===== src/base64_stream_codec_unit_assert.svh =====
// Assertion macros used by the codec top level.
`ifndef BASE64_STREAM_CODEC_UNIT_ASSERT_SVH
`define BASE64_STREAM_CODEC_UNIT_ASSERT_SVH

// Same-cycle implication, disabled during reset
`define B64SC_ASSERT_IMPLY(label, clk, rst_n, ante, cons) \
    label: assert property (@(posedge clk) disable iff (!rst_n) (ante) |-> (cons)) \
        else $error("b64sc: same-cycle check failed");

// Next-cycle implication, disabled during reset
`define B64SC_ASSERT_NEXT(label, clk, rst_n, ante, cons) \
    label: assert property (@(posedge clk) disable iff (!rst_n) (ante) |=> (cons)) \
        else $error("b64sc: next-cycle check failed");

`endif


===== src/b64sc_pkg.sv =====
package b64sc_pkg;

    localparam logic [7:0] CHAR_PAD   = 8'h3D;  // '='
    localparam logic [7:0] CHAR_PLUS  = 8'h2B;  // '+'
    localparam logic [7:0] CHAR_SLASH = 8'h2F;  // '/'
    localparam logic [7:0] CHAR_UA    = 8'h41;  // 'A'
    localparam logic [7:0] CHAR_LA    = 8'h61;  // 'a'
    localparam logic [7:0] CHAR_D0    = 8'h30;  // '0'

    // Decoded character value: 0..63 digit, pad, or not in the alphabet
    localparam logic [6:0] VAL_PAD = 7'd64;
    localparam logic [6:0] VAL_BAD = 7'd65;

    // A burst of up to four result words handed to the output stage
    typedef struct packed {
        logic            load;
        logic [3:0][7:0] bytes;
        logic [2:0]      count;
        logic            last;
        logic            bad;
    } burst_t;

    // Output stage occupancy
    typedef struct packed {
        logic busy;
        logic one_left;
    } emit_status_t;

    // 6-bit value to alphabet character
    function automatic logic [7:0] sym_of(input logic [5:0] v);
        logic [7:0] r;
        case (v) inside
            [6'd0:6'd25]:  r = CHAR_UA + {2'b00, v};
            [6'd26:6'd51]: r = CHAR_LA + ({2'b00, v} - 8'd26);
            [6'd52:6'd61]: r = CHAR_D0 + ({2'b00, v} - 8'd52);
            6'd62:         r = CHAR_PLUS;
            default:       r = CHAR_SLASH;
        endcase
        return r;
    endfunction

    // Alphabet character to value
    function automatic logic [6:0] val_of(input logic [7:0] c);
        logic [6:0] r;
        case (c) inside
            ["A":"Z"]:  r = 7'(c - CHAR_UA);
            ["a":"z"]:  r = 7'(c - CHAR_LA + 8'd26);
            ["0":"9"]:  r = 7'(c - CHAR_D0 + 8'd52);
            CHAR_PLUS:  r = 7'd62;
            CHAR_SLASH: r = 7'd63;
            CHAR_PAD:   r = VAL_PAD;
            default:    r = VAL_BAD;
        endcase
        return r;
    endfunction

endpackage


===== src/b64sc_group.sv =====
module b64sc_group
    import b64sc_pkg::*;
(
    input  logic       clk,
    input  logic       rst_n,
    input  logic       cfg_we,
    input  logic       cfg_mode,
    input  logic       accept,
    input  logic [7:0] data_in,
    input  logic       last_in,
    output burst_t     burst
);

    logic        mode_reg;
    logic [23:0] bits_reg, bits_next;
    logic [1:0]  cnt_reg, cnt_next;
    logic [1:0]  pad_reg, pad_next;
    logic        bad_reg, bad_next;

    // Per-word group update and burst build
    always_comb
    begin
        logic [23:0] ob;
        logic [2:0]  chars;
        logic [6:0]  v;
        logic [5:0]  dv;
        logic [1:0]  pads;
        logic [1:0]  missing;
        logic [23:0] sb;
        logic [2:0]  tp;
        logic        close;

        bits_next = bits_reg;
        cnt_next  = cnt_reg;
        pad_next  = pad_reg;
        bad_next  = bad_reg;
        burst     = '0;
        ob        = bits_reg;
        chars     = 3'd0;
        v         = 7'd0;
        dv        = 6'd0;
        pads      = pad_reg;
        missing   = 2'd0;
        sb        = bits_reg;
        tp        = 3'd0;
        close     = 1'b0;

        if (mode_reg)
        begin
            // encode: place byte in the group, emit four chars on close
            case (cnt_reg)
                2'd0:    ob = bits_reg | {data_in, 16'h0000};
                2'd1:    ob = bits_reg | {8'h00, data_in, 8'h00};
                2'd2:    ob = bits_reg | {16'h0000, data_in};
                default: ob = bits_reg;
            endcase
            close = (cnt_reg == 2'd2) || last_in;
            chars = {1'b0, cnt_reg} + 3'd2;
            for (int k = 0; k < 4; k++)
            begin
                burst.bytes[k] = (3'(k) < chars) ? sym_of(ob[23 - 6 * k -: 6]) : CHAR_PAD;
            end
            burst.count = close ? 3'd4 : 3'd0;
            if (close)
            begin
                bits_next = '0;
                cnt_next  = '0;
                pad_next  = '0;
                bad_next  = 1'b0;
            end
            else
            begin
                bits_next = ob;
                cnt_next  = cnt_reg + 2'd1;
            end
        end
        else
        begin
            // decode: shift in six bits, emit up to three bytes on close
            v = val_of(data_in);
            burst.bad = bad_reg;
            if (v == VAL_PAD)
            begin
                dv = 6'd0;
                if (pads != 2'd3)
                    pads = pads + 2'd1;
            end
            else if (v == VAL_BAD)
            begin
                dv = 6'd0;
                burst.bad = 1'b1;
            end
            else
            begin
                dv = v[5:0];
            end
            ob      = {bits_reg[17:0], dv};
            close   = (cnt_reg == 2'd3) || last_in;
            missing = 2'd3 - cnt_reg;
            case (missing)
                2'd0:    sb = ob;
                2'd1:    sb = {ob[17:0], 6'd0};
                2'd2:    sb = {ob[11:0], 12'd0};
                default: sb = {ob[5:0], 18'd0};
            endcase
            tp = {1'b0, pads} + {1'b0, missing};
            if (tp > 3'd3)
                tp = 3'd3;
            burst.bytes[0] = sb[23:16];
            burst.bytes[1] = sb[15:8];
            burst.bytes[2] = sb[7:0];
            burst.bytes[3] = 8'h00;
            burst.count    = close ? (3'd3 - tp) : 3'd0;
            if (close)
            begin
                bits_next = '0;
                cnt_next  = '0;
                pad_next  = '0;
                bad_next  = 1'b0;
            end
            else
            begin
                bits_next = ob;
                cnt_next  = cnt_reg + 2'd1;
                pad_next  = pads;
                bad_next  = burst.bad;
            end
        end

        burst.last = last_in;
        burst.load = accept && (burst.count != 3'd0);
    end

    // Mode and group state; a mode write clears the group
    always_ff @(posedge clk or negedge rst_n)
    begin
        if (!rst_n)
        begin
            mode_reg <= 1'b1;
            bits_reg <= '0;
            cnt_reg  <= '0;
            pad_reg  <= '0;
            bad_reg  <= 1'b0;
        end
        else if (cfg_we)
        begin
            mode_reg <= cfg_mode;
            bits_reg <= '0;
            cnt_reg  <= '0;
            pad_reg  <= '0;
            bad_reg  <= 1'b0;
        end
        else if (accept)
        begin
            bits_reg <= bits_next;
            cnt_reg  <= cnt_next;
            pad_reg  <= pad_next;
            bad_reg  <= bad_next;
        end
    end

endmodule


===== src/b64sc_emit.sv =====
module b64sc_emit
    import b64sc_pkg::*;
(
    input  logic         clk,
    input  logic         rst_n,
    input  burst_t       burst,
    output emit_status_t status,
    output logic         load_ok,
    output logic         out_valid,
    input  logic         out_ready,
    output logic [7:0]   data_out,
    output logic         last_out,
    output logic         bad_char
);

    logic [2:0]      cnt_reg, cnt_next;
    logic [3:0][7:0] data_reg, data_next;
    logic            last_reg, last_next;
    logic            bad_reg, bad_next;

    assign status.busy     = (cnt_reg != 3'd0);
    assign status.one_left = (cnt_reg == 3'd1);
    assign load_ok         = !status.busy || (status.one_left && out_ready);

    assign out_valid = status.busy;
    assign data_out  = data_reg[0];
    assign last_out  = last_reg && status.one_left;
    assign bad_char  = bad_reg;

    // Load a burst or shift out one word
    always_comb
    begin
        cnt_next  = cnt_reg;
        data_next = data_reg;
        last_next = last_reg;
        bad_next  = bad_reg;
        if (burst.load)
        begin
            cnt_next  = burst.count;
            data_next = burst.bytes;
            last_next = burst.last;
            bad_next  = burst.bad;
        end
        else if (out_valid && out_ready)
        begin
            cnt_next  = cnt_reg - 3'd1;
            data_next = data_reg >> 8;
        end
    end

    always_ff @(posedge clk or negedge rst_n)
    begin
        if (!rst_n)
            cnt_reg <= '0;
        else
            cnt_reg <= cnt_next;
    end

    always_ff @(posedge clk)
    begin
        data_reg <= data_next;
        last_reg <= last_next;
        bad_reg  <= bad_next;
    end

endmodule


===== src/base64_stream_codec_unit.sv =====
// Channel | Handshake                | Payload
// cfg     | cfg_valid / cfg_ready    | cfg_data (1 = encode, 0 = decode)
// in      | in_valid / in_ready      | data_in[7:0], last_in
// out     | out_valid / out_ready    | data_out[7:0], last_out, bad_char
//
// A group closing input word loads a burst of up to four result words into
// the output register, which then drains one word a cycle while out_ready
// is high.
// in_ready is high while the output register is empty or its last word is
// leaving in the same cycle.
// Reset sets encode mode and clears the group; a mode write also clears it.
// cfg_ready is always high.
`include "base64_stream_codec_unit_assert.svh"

module base64_stream_codec_unit
    import b64sc_pkg::*;
(
    input  logic       clk,
    input  logic       rst_n,
    input  logic       cfg_valid,
    output logic       cfg_ready,
    input  logic       cfg_data,
    input  logic       in_valid,
    output logic       in_ready,
    input  logic [7:0] data_in,
    input  logic       last_in,
    output logic       out_valid,
    input  logic       out_ready,
    output logic [7:0] data_out,
    output logic       last_out,
    output logic       bad_char
);

    burst_t       burst;
    emit_status_t status;
    logic         load_ok;
    logic         accept;

    assign cfg_ready = 1'b1;
    assign in_ready  = load_ok;
    assign accept    = in_valid && in_ready;

    // Group gathering and burst build
    b64sc_group u_group (
        .clk      (clk),
        .rst_n    (rst_n),
        .cfg_we   (cfg_valid && cfg_ready),
        .cfg_mode (cfg_data),
        .accept   (accept),
        .data_in  (data_in),
        .last_in  (last_in),
        .burst    (burst)
    );

    // Result register and serializer
    b64sc_emit u_emit (
        .clk       (clk),
        .rst_n     (rst_n),
        .burst     (burst),
        .status    (status),
        .load_ok   (load_ok),
        .out_valid (out_valid),
        .out_ready (out_ready),
        .data_out  (data_out),
        .last_out  (last_out),
        .bad_char  (bad_char)
    );

    // A burst is only loaded when the output register frees up
    `B64SC_ASSERT_IMPLY(a_load_free, clk, rst_n, burst.load,
        !status.busy || (status.one_left && out_ready))
    // The last flag only rides on the final word of a burst
    `B64SC_ASSERT_IMPLY(a_last_final, clk, rst_n, out_valid && last_out, status.one_left)
    // Draining the final word with no new burst empties the output
    `B64SC_ASSERT_NEXT(a_drain_empty, clk, rst_n,
        status.one_left && out_ready && !burst.load, !out_valid)

endmodule


===== config.mk =====
export PLATFORM = sky130hd
export DESIGN_NAME = base64_stream_codec_unit
export DESIGN_NICKNAME = d
export VERILOG_FILES = /design/src/b64sc_pkg.sv /design/src/b64sc_group.sv /design/src/b64sc_emit.sv /design/src/base64_stream_codec_unit.sv
export VERILOG_INCLUDE_DIRS = /design/src /design/src/src
export SDC_FILE = /design/constraint.sdc
export NUM_CORES = 1
export LEC_CHECK = 0
export BUFFER_PORTS_ARGS = -buffer_cell sky130_fd_sc_hd__buf_2
export CELL_PAD_IN_SITES_DETAIL_PLACEMENT = 0
export CELL_PAD_IN_SITES_GLOBAL_PLACEMENT = 2
export CORE_UTILIZATION = 39
export DETAILED_ROUTE_END_ITERATION = 8
export PLACE_DENSITY = 0.77
export SLEW_MARGIN = 10
export SYNTH_ARGS = -nofsm -noshare
export SYNTH_HDL_FRONTEND = slang
export SYNTH_SLANG_ARGS = --single-unit

===== constraint.sdc =====
create_clock -name clk -period 5.2 [get_ports clk]
set_input_delay 0.78 -clock clk [delete_from_list [all_inputs] [get_ports clk]]
set_output_delay 0.78 -clock clk [all_outputs]
set_load 0.01 [all_outputs]

### After elaboration in Yosys (flattened, before gate mapping)

Cells that the tools add are included.

* bitwise logic cells: 3
* $add $sub $neg: 32
* reductions and logical operators: 31
* mux-type cells: 66
* equality and inequality tests: 17
* $lt $le $gt $ge: 35

Operator list (number)
* $mux W24: 6
* $pmux W24 S3: 2
* $mux W8: 16
* $mux W32: 2
* $le A6 B6 Y1 const B: 8
* $mux W7: 6
* $mux W35: 1
* $add A6 B8 Y8 const A: 4
* $add A7 B6 Y8 const A: 4
* $add A7 B8 Y8 const A: 4
* $mux W3: 10
* $sub A6 B5 Y7 const B: 4
* $sub A6 B6 Y7 const B: 4
* $mux W2: 13
* $eq A6 B6 Y1 const B: 4
* $eq A8 B6 Y1 const B: 3
* $ge A6 B1 Y1 const B: 4
* $ge A6 B5 Y1 const B: 4
* $ge A6 B6 Y1 const B: 4
* $le A6 B5 Y1 const B: 4
* $or A24 B16 Y24: 1
* $or A24 B24 Y24: 1
* $or A24 B8 Y24: 1
* $logic_and A1 B1 Y1: 20
* 31 further kinds: 54

* output and inout port bits: 13
* logic and storage cells: 196
* bits in registers: 67
* input bits: 15

### Longest topological paths before layout

* word-level depth: 21
* gate-level depth with buffers: 20
* mapped depth without buffers: 18

### Modules after synthesis

From an unflattened synthesis, not the netlist that was laid out.

* cells, all modules: 956
* area total of the unflattened synthesis: 8010.2 sq um

By module, submodules not included
* b64sc_group: cells an instance 847, area an instance 6328.6 sq um, sequential area each 752.0 sq um, instances 1
* b64sc_emit: cells an instance 106, area an instance 1664.1 sq um, sequential area each 1096.1 sq um, instances 1
* base64_stream_codec_unit: cells an instance 3, area an instance 17.5 sq um, sequential area each 0.0 sq um, instances 1

### Least setup slack after synthesis

No wires, ideal clock.

* path type: input-to-reg
* start point: in data_in[1]
* end point: reg u_emit.data_reg[14] (netlist name), data pin
* setup time: 0.261 ns
* data required time: 4.939 ns
* setup slack: 0.037 ns
* path buffers: 3
* cell stages on the path: 16
* arrival: 4.902 ns
* path through: clkbuf_1 inv_1 ha_1 nor4bb_1 a311o_1 o211ai_1 nor4_1 nand3_1 o21a_1 ha_1 fa_1 a2111oi_0 o21ai_0 clkbuf_1 clkbuf_1 a221o_1

RTL lines
* from (decl): RTL line base64_stream_codec_unit.sv:25 `input logic [7:0] data_in,`
* to (signal assigned): RTL line b64sc_emit.sv:61 `data_reg <= data_next;`
* to (decl): RTL line b64sc_emit.sv:17 `logic [3:0][7:0] data_reg, data_next;`

==> run_results.csv <==
group,metric,value,unit
global_route,grt_overflow,0,
status,violations,"design-rule violations",
synth,netlist_area,0.00770,sq mm
timing,finalHoldViolCount,0,
placed_design,gp_congestion,0.964,
timing,tightestPinTransition,1.18,ns
synth,syn_inst,933,
layout,nets,1038,
drt,drc,2,
power,internal-power,1.51,mW
worst_setup_path,crit_path_start_kind,"input port",
timing,clock_skew,0.00620,ns
cts,cts_tree,"built",
min_path,holdCritStartpoint,"u_group.pad_reg[1]",
power,power_frac_seq,28.8,%
worst_setup_path,reg2regPathDepth,15,
drt,vias_per_cell,6.34,
layout,layout-drive-gt1-share,13.9,%
worst_setup_path,arrival,4.89,ns
timing,maxSlewHeadroom,20.5,%
timing,fin_setup_tns,0,ns
worst_setup_path,cp_max_fo,6,
drt,drtIter0Drc,852,
synth,ys_ff_latch,67,
worst_setup_path,critPathCaptureType,"register",
min_path,holdPathEnd,"u_group.pad_reg[1]",
synth,synth-main-ff-cell,"edfxtp_1",
power,switching_share,43.3,%
floorplanning,die_h,143,microns
drt,firstDrtPassIters,9,
synth,synthArstFlopShare,49.3,%
layout,layout_common_cells,"79 x a21oi_1, 69 x nand2_1, 69 x ha_1",
worst_setup_path,r2r_end,"u_emit.data_reg[22]",
synth,yosysTopAreaCell,"edfxtp_1",
placed_design,dpl.hpwl,21.8,mm
min_path,hold_class,"register to register",
timing,rsz0062_at_grt,"no",
worst_setup_path,crit_family,"compound AO/OA/AOI/OAI gates",
synth,syn_avg_cell_area,8.25,sq um
worst_setup_path,critPathRequiredTime,5.27,ns
synth,synth-edff-count,34,
worst_setup_path,slowest_stage,"a2111oi_0",
global_route,grt_max_degree,45,
cts,hold_buffers,0,
synth,synth_area_leaders,"edfxtp_1 13%, ha_1 11%, dfrtp_1 10%",
worst_setup_path,setup.worst_path.class,"input port to register",
power,vdd_drop_max,162,uV
floorplanning,design.core.area,0.0194,sq mm
floorplanning,die-area,0.0203,sq mm
worst_setup_path,crit_path_cell_trace,"buf_2 > inv_1 > ha_1 > nor4bb_1 > buf_4 > a311o_1 > o211ai_1 > nor4_2 > buf_4 > nand3_1 > o21a_1 > ha_1 > fa_1 > a2111oi_0 > o21ai_1 > inv_1 > and2_1 > o21ai_0 > a21oi_1 > a211oi_1",
cts,cts_buffer_depth,2,
cts,cts-buffers-inserted,9,
synth,synth_top_area_share,13.3,%
power,cellPowerDensity,312,mW/mm^2
global_route,antenna_found_initial,0,
power,p_leak,3.54,nW
worst_setup_path,critical-path-max-stage-delay,0.51,ns
synth,synth_cell_type_count,93,
min_path,hold_depth,2,
synth,synth.net_count,1018,
synth,synth_seq_area_share,24.0,%
power,combPwrFrac,49.9,%
floorplanning,floorplan.initialDensity,39.7,%
drt,drtAntennaViolNets,0,
timing,fmax,0.207,GHz
placed_design,port_buffers,26,
timing,setup_violations,0,
run,max-cap-violations,0,
power,clockPowerShare,21.3,%
drt,wire_per_inst,23.5,microns
drt,vias,7750,
cts,root_buffer,"clkbuf_16",
global_route,grt_pass1_vias,7561,
worst_setup_path,crit_buf_inv,5,
layout,fin_util,44.1,%
timing,finalMaxSlewViolations,0,
cts,clkSinkCount,67,
global_route,track_usage,28.6,%
layout,area_growth_syn_to_layout,11.0,%
drt,wirelength,28.7,mm
floorplanning,fp.dieW,143,microns
timing,timing.final.crit_share,92.7,%
worst_setup_path,r2r_start,"u_group.cnt_reg[1]",
synth,synth_warnings,0,
cts,htreeDepth,3,
global_route,grt_pass1_wl,43.9,mm
floorplanning,rows,51,
status,status,"finished with violations",
floorplanning,ios,28,
timing,period_needed,4.82,ns
layout,final_common_cell,"a21oi_1",
power,power.switching,1.15,mW
layout,n_antenna_cell,0,
cts,clk_latency,0.34,ns
cts,path_clk_slew,0.06,ns
worst_setup_path,ff2ff_setup_slack,0.70,ns
[routing by layer]
metal	wire (microns)	global-route usage [%]	share of wire, %
met5	0	0	0
met4	1500	15.0	5.2
met3	1350	3.13	4.7
met2	13400	48.3	47
met1	12500	36.0	44
[worst max-delay path by stage]
stage	startpoint	to	slack (ns)	depth (start not counted)
after global placement	data_in[0]	u_emit.data_out[2]	-0.05	20
after CTS	data_in[0]	u_emit.data_out[2]	0.30	20
final	data_in[0]	u_emit.data_out[2]	0.38	20
after global routing	data_in[0]	u_emit.data_out[2]	0.01	20
after detailed placement	data_in[0]	u_emit.data_out[2]	-0.06	20
after floorplan	data_in[1]	u_emit.data_reg[14]	0.04	16
[kinds of logic (layout without fill, tap and decap cells)]
group	count (synthesis)	in the layout	share of synthesized area [%]
mux	10	10	1.35
simple gates	281	281	19.1
other cells	1	1	0.0487
xor+xnor	40	40	4.55
fa+ha+maj	70	70	11.5
flops	67	67	24.0
compound gates	350	350	32.9
buf+inv	114	139	6.57
[metrics by stage]
| stage | power, mW | cell area [sq um] | std cells | setup slack (ns) | hold WS, ns |
|---|---|---|---|---|---|
| 2_1_floorplan | 1.64 | 7700 | 933 | 0.0374 | 0.449 |
| 3_3_place_gp | 2.06 | 8270 | 1207 | -0.0469 | 0.472 |
| 3_5_place_dp | 2.07 | 8270 | 1207 | -0.0619 | 0.475 |
| 4_1_cts | 2.65 | 8540 | 1223 | 0.298 | 0.488 |
| 5_1_grt | 2.80 | 8550 | 1223 | 0.0116 | 0.529 |
| 6_report | 2.66 | 8550 | 1223 | 0.378 | 0.488 |
[tightest hold or removal path: stages, from the launching register on]
cell     delay [ns]
dfrtp_1        0.34
nand2_1        0.04
o21ai_0        0.06
[final cells by class]
type | count | area (sq um)
Sequential cell | 67 | 1850
Clock inverter | 4 | 26.3
Clock buffer | 12 | 246
Timing Repair Buffer | 84 | 591
Inverter | 39 | 146
Tap cell | 265 | 332
Multi-Input combinational cell | 752 | 5360
Fill cell | 1948 | 10900
[cells in the mapped netlist (all sizes together), types with 9 or more instances]
master	number
nand3	23
a21o	28
nor2	58
o21ai	48
o22ai	9
o211ai	16
dfrtp	32
a222oi	9
buf	35
nor2b	17
edfxtp	34
and3	13
clkbuf	40
nand2	69
o31ai	9
a2111oi	25
xor2	11
or3	11
nor3	20
inv	38
o21a	12
xnor2	29
a21oi	80
a31oi	19
nand4	9
ha	69
nand3b	13
nand2b	10
[power by group through the flow]
stage          registers, mW  logic [mW]  clock network (mW)
2_1_floorplan          0.729       0.910                   0
5_1_grt                0.776        1.43               0.591
3_3_place_gp           0.771        1.29                   0
6_report               0.768        1.33               0.567
4_1_cts                0.764        1.31               0.577
3_5_place_dp           0.774        1.30                   0
[what timing repair did]
action | 4_1_cts | 5_1_grt
setup buffers | 0 | 0
gates resized for setup | 0 | 2
setup endpoints to repair | 0 | 8
Power figures use the tool's default switching activity.
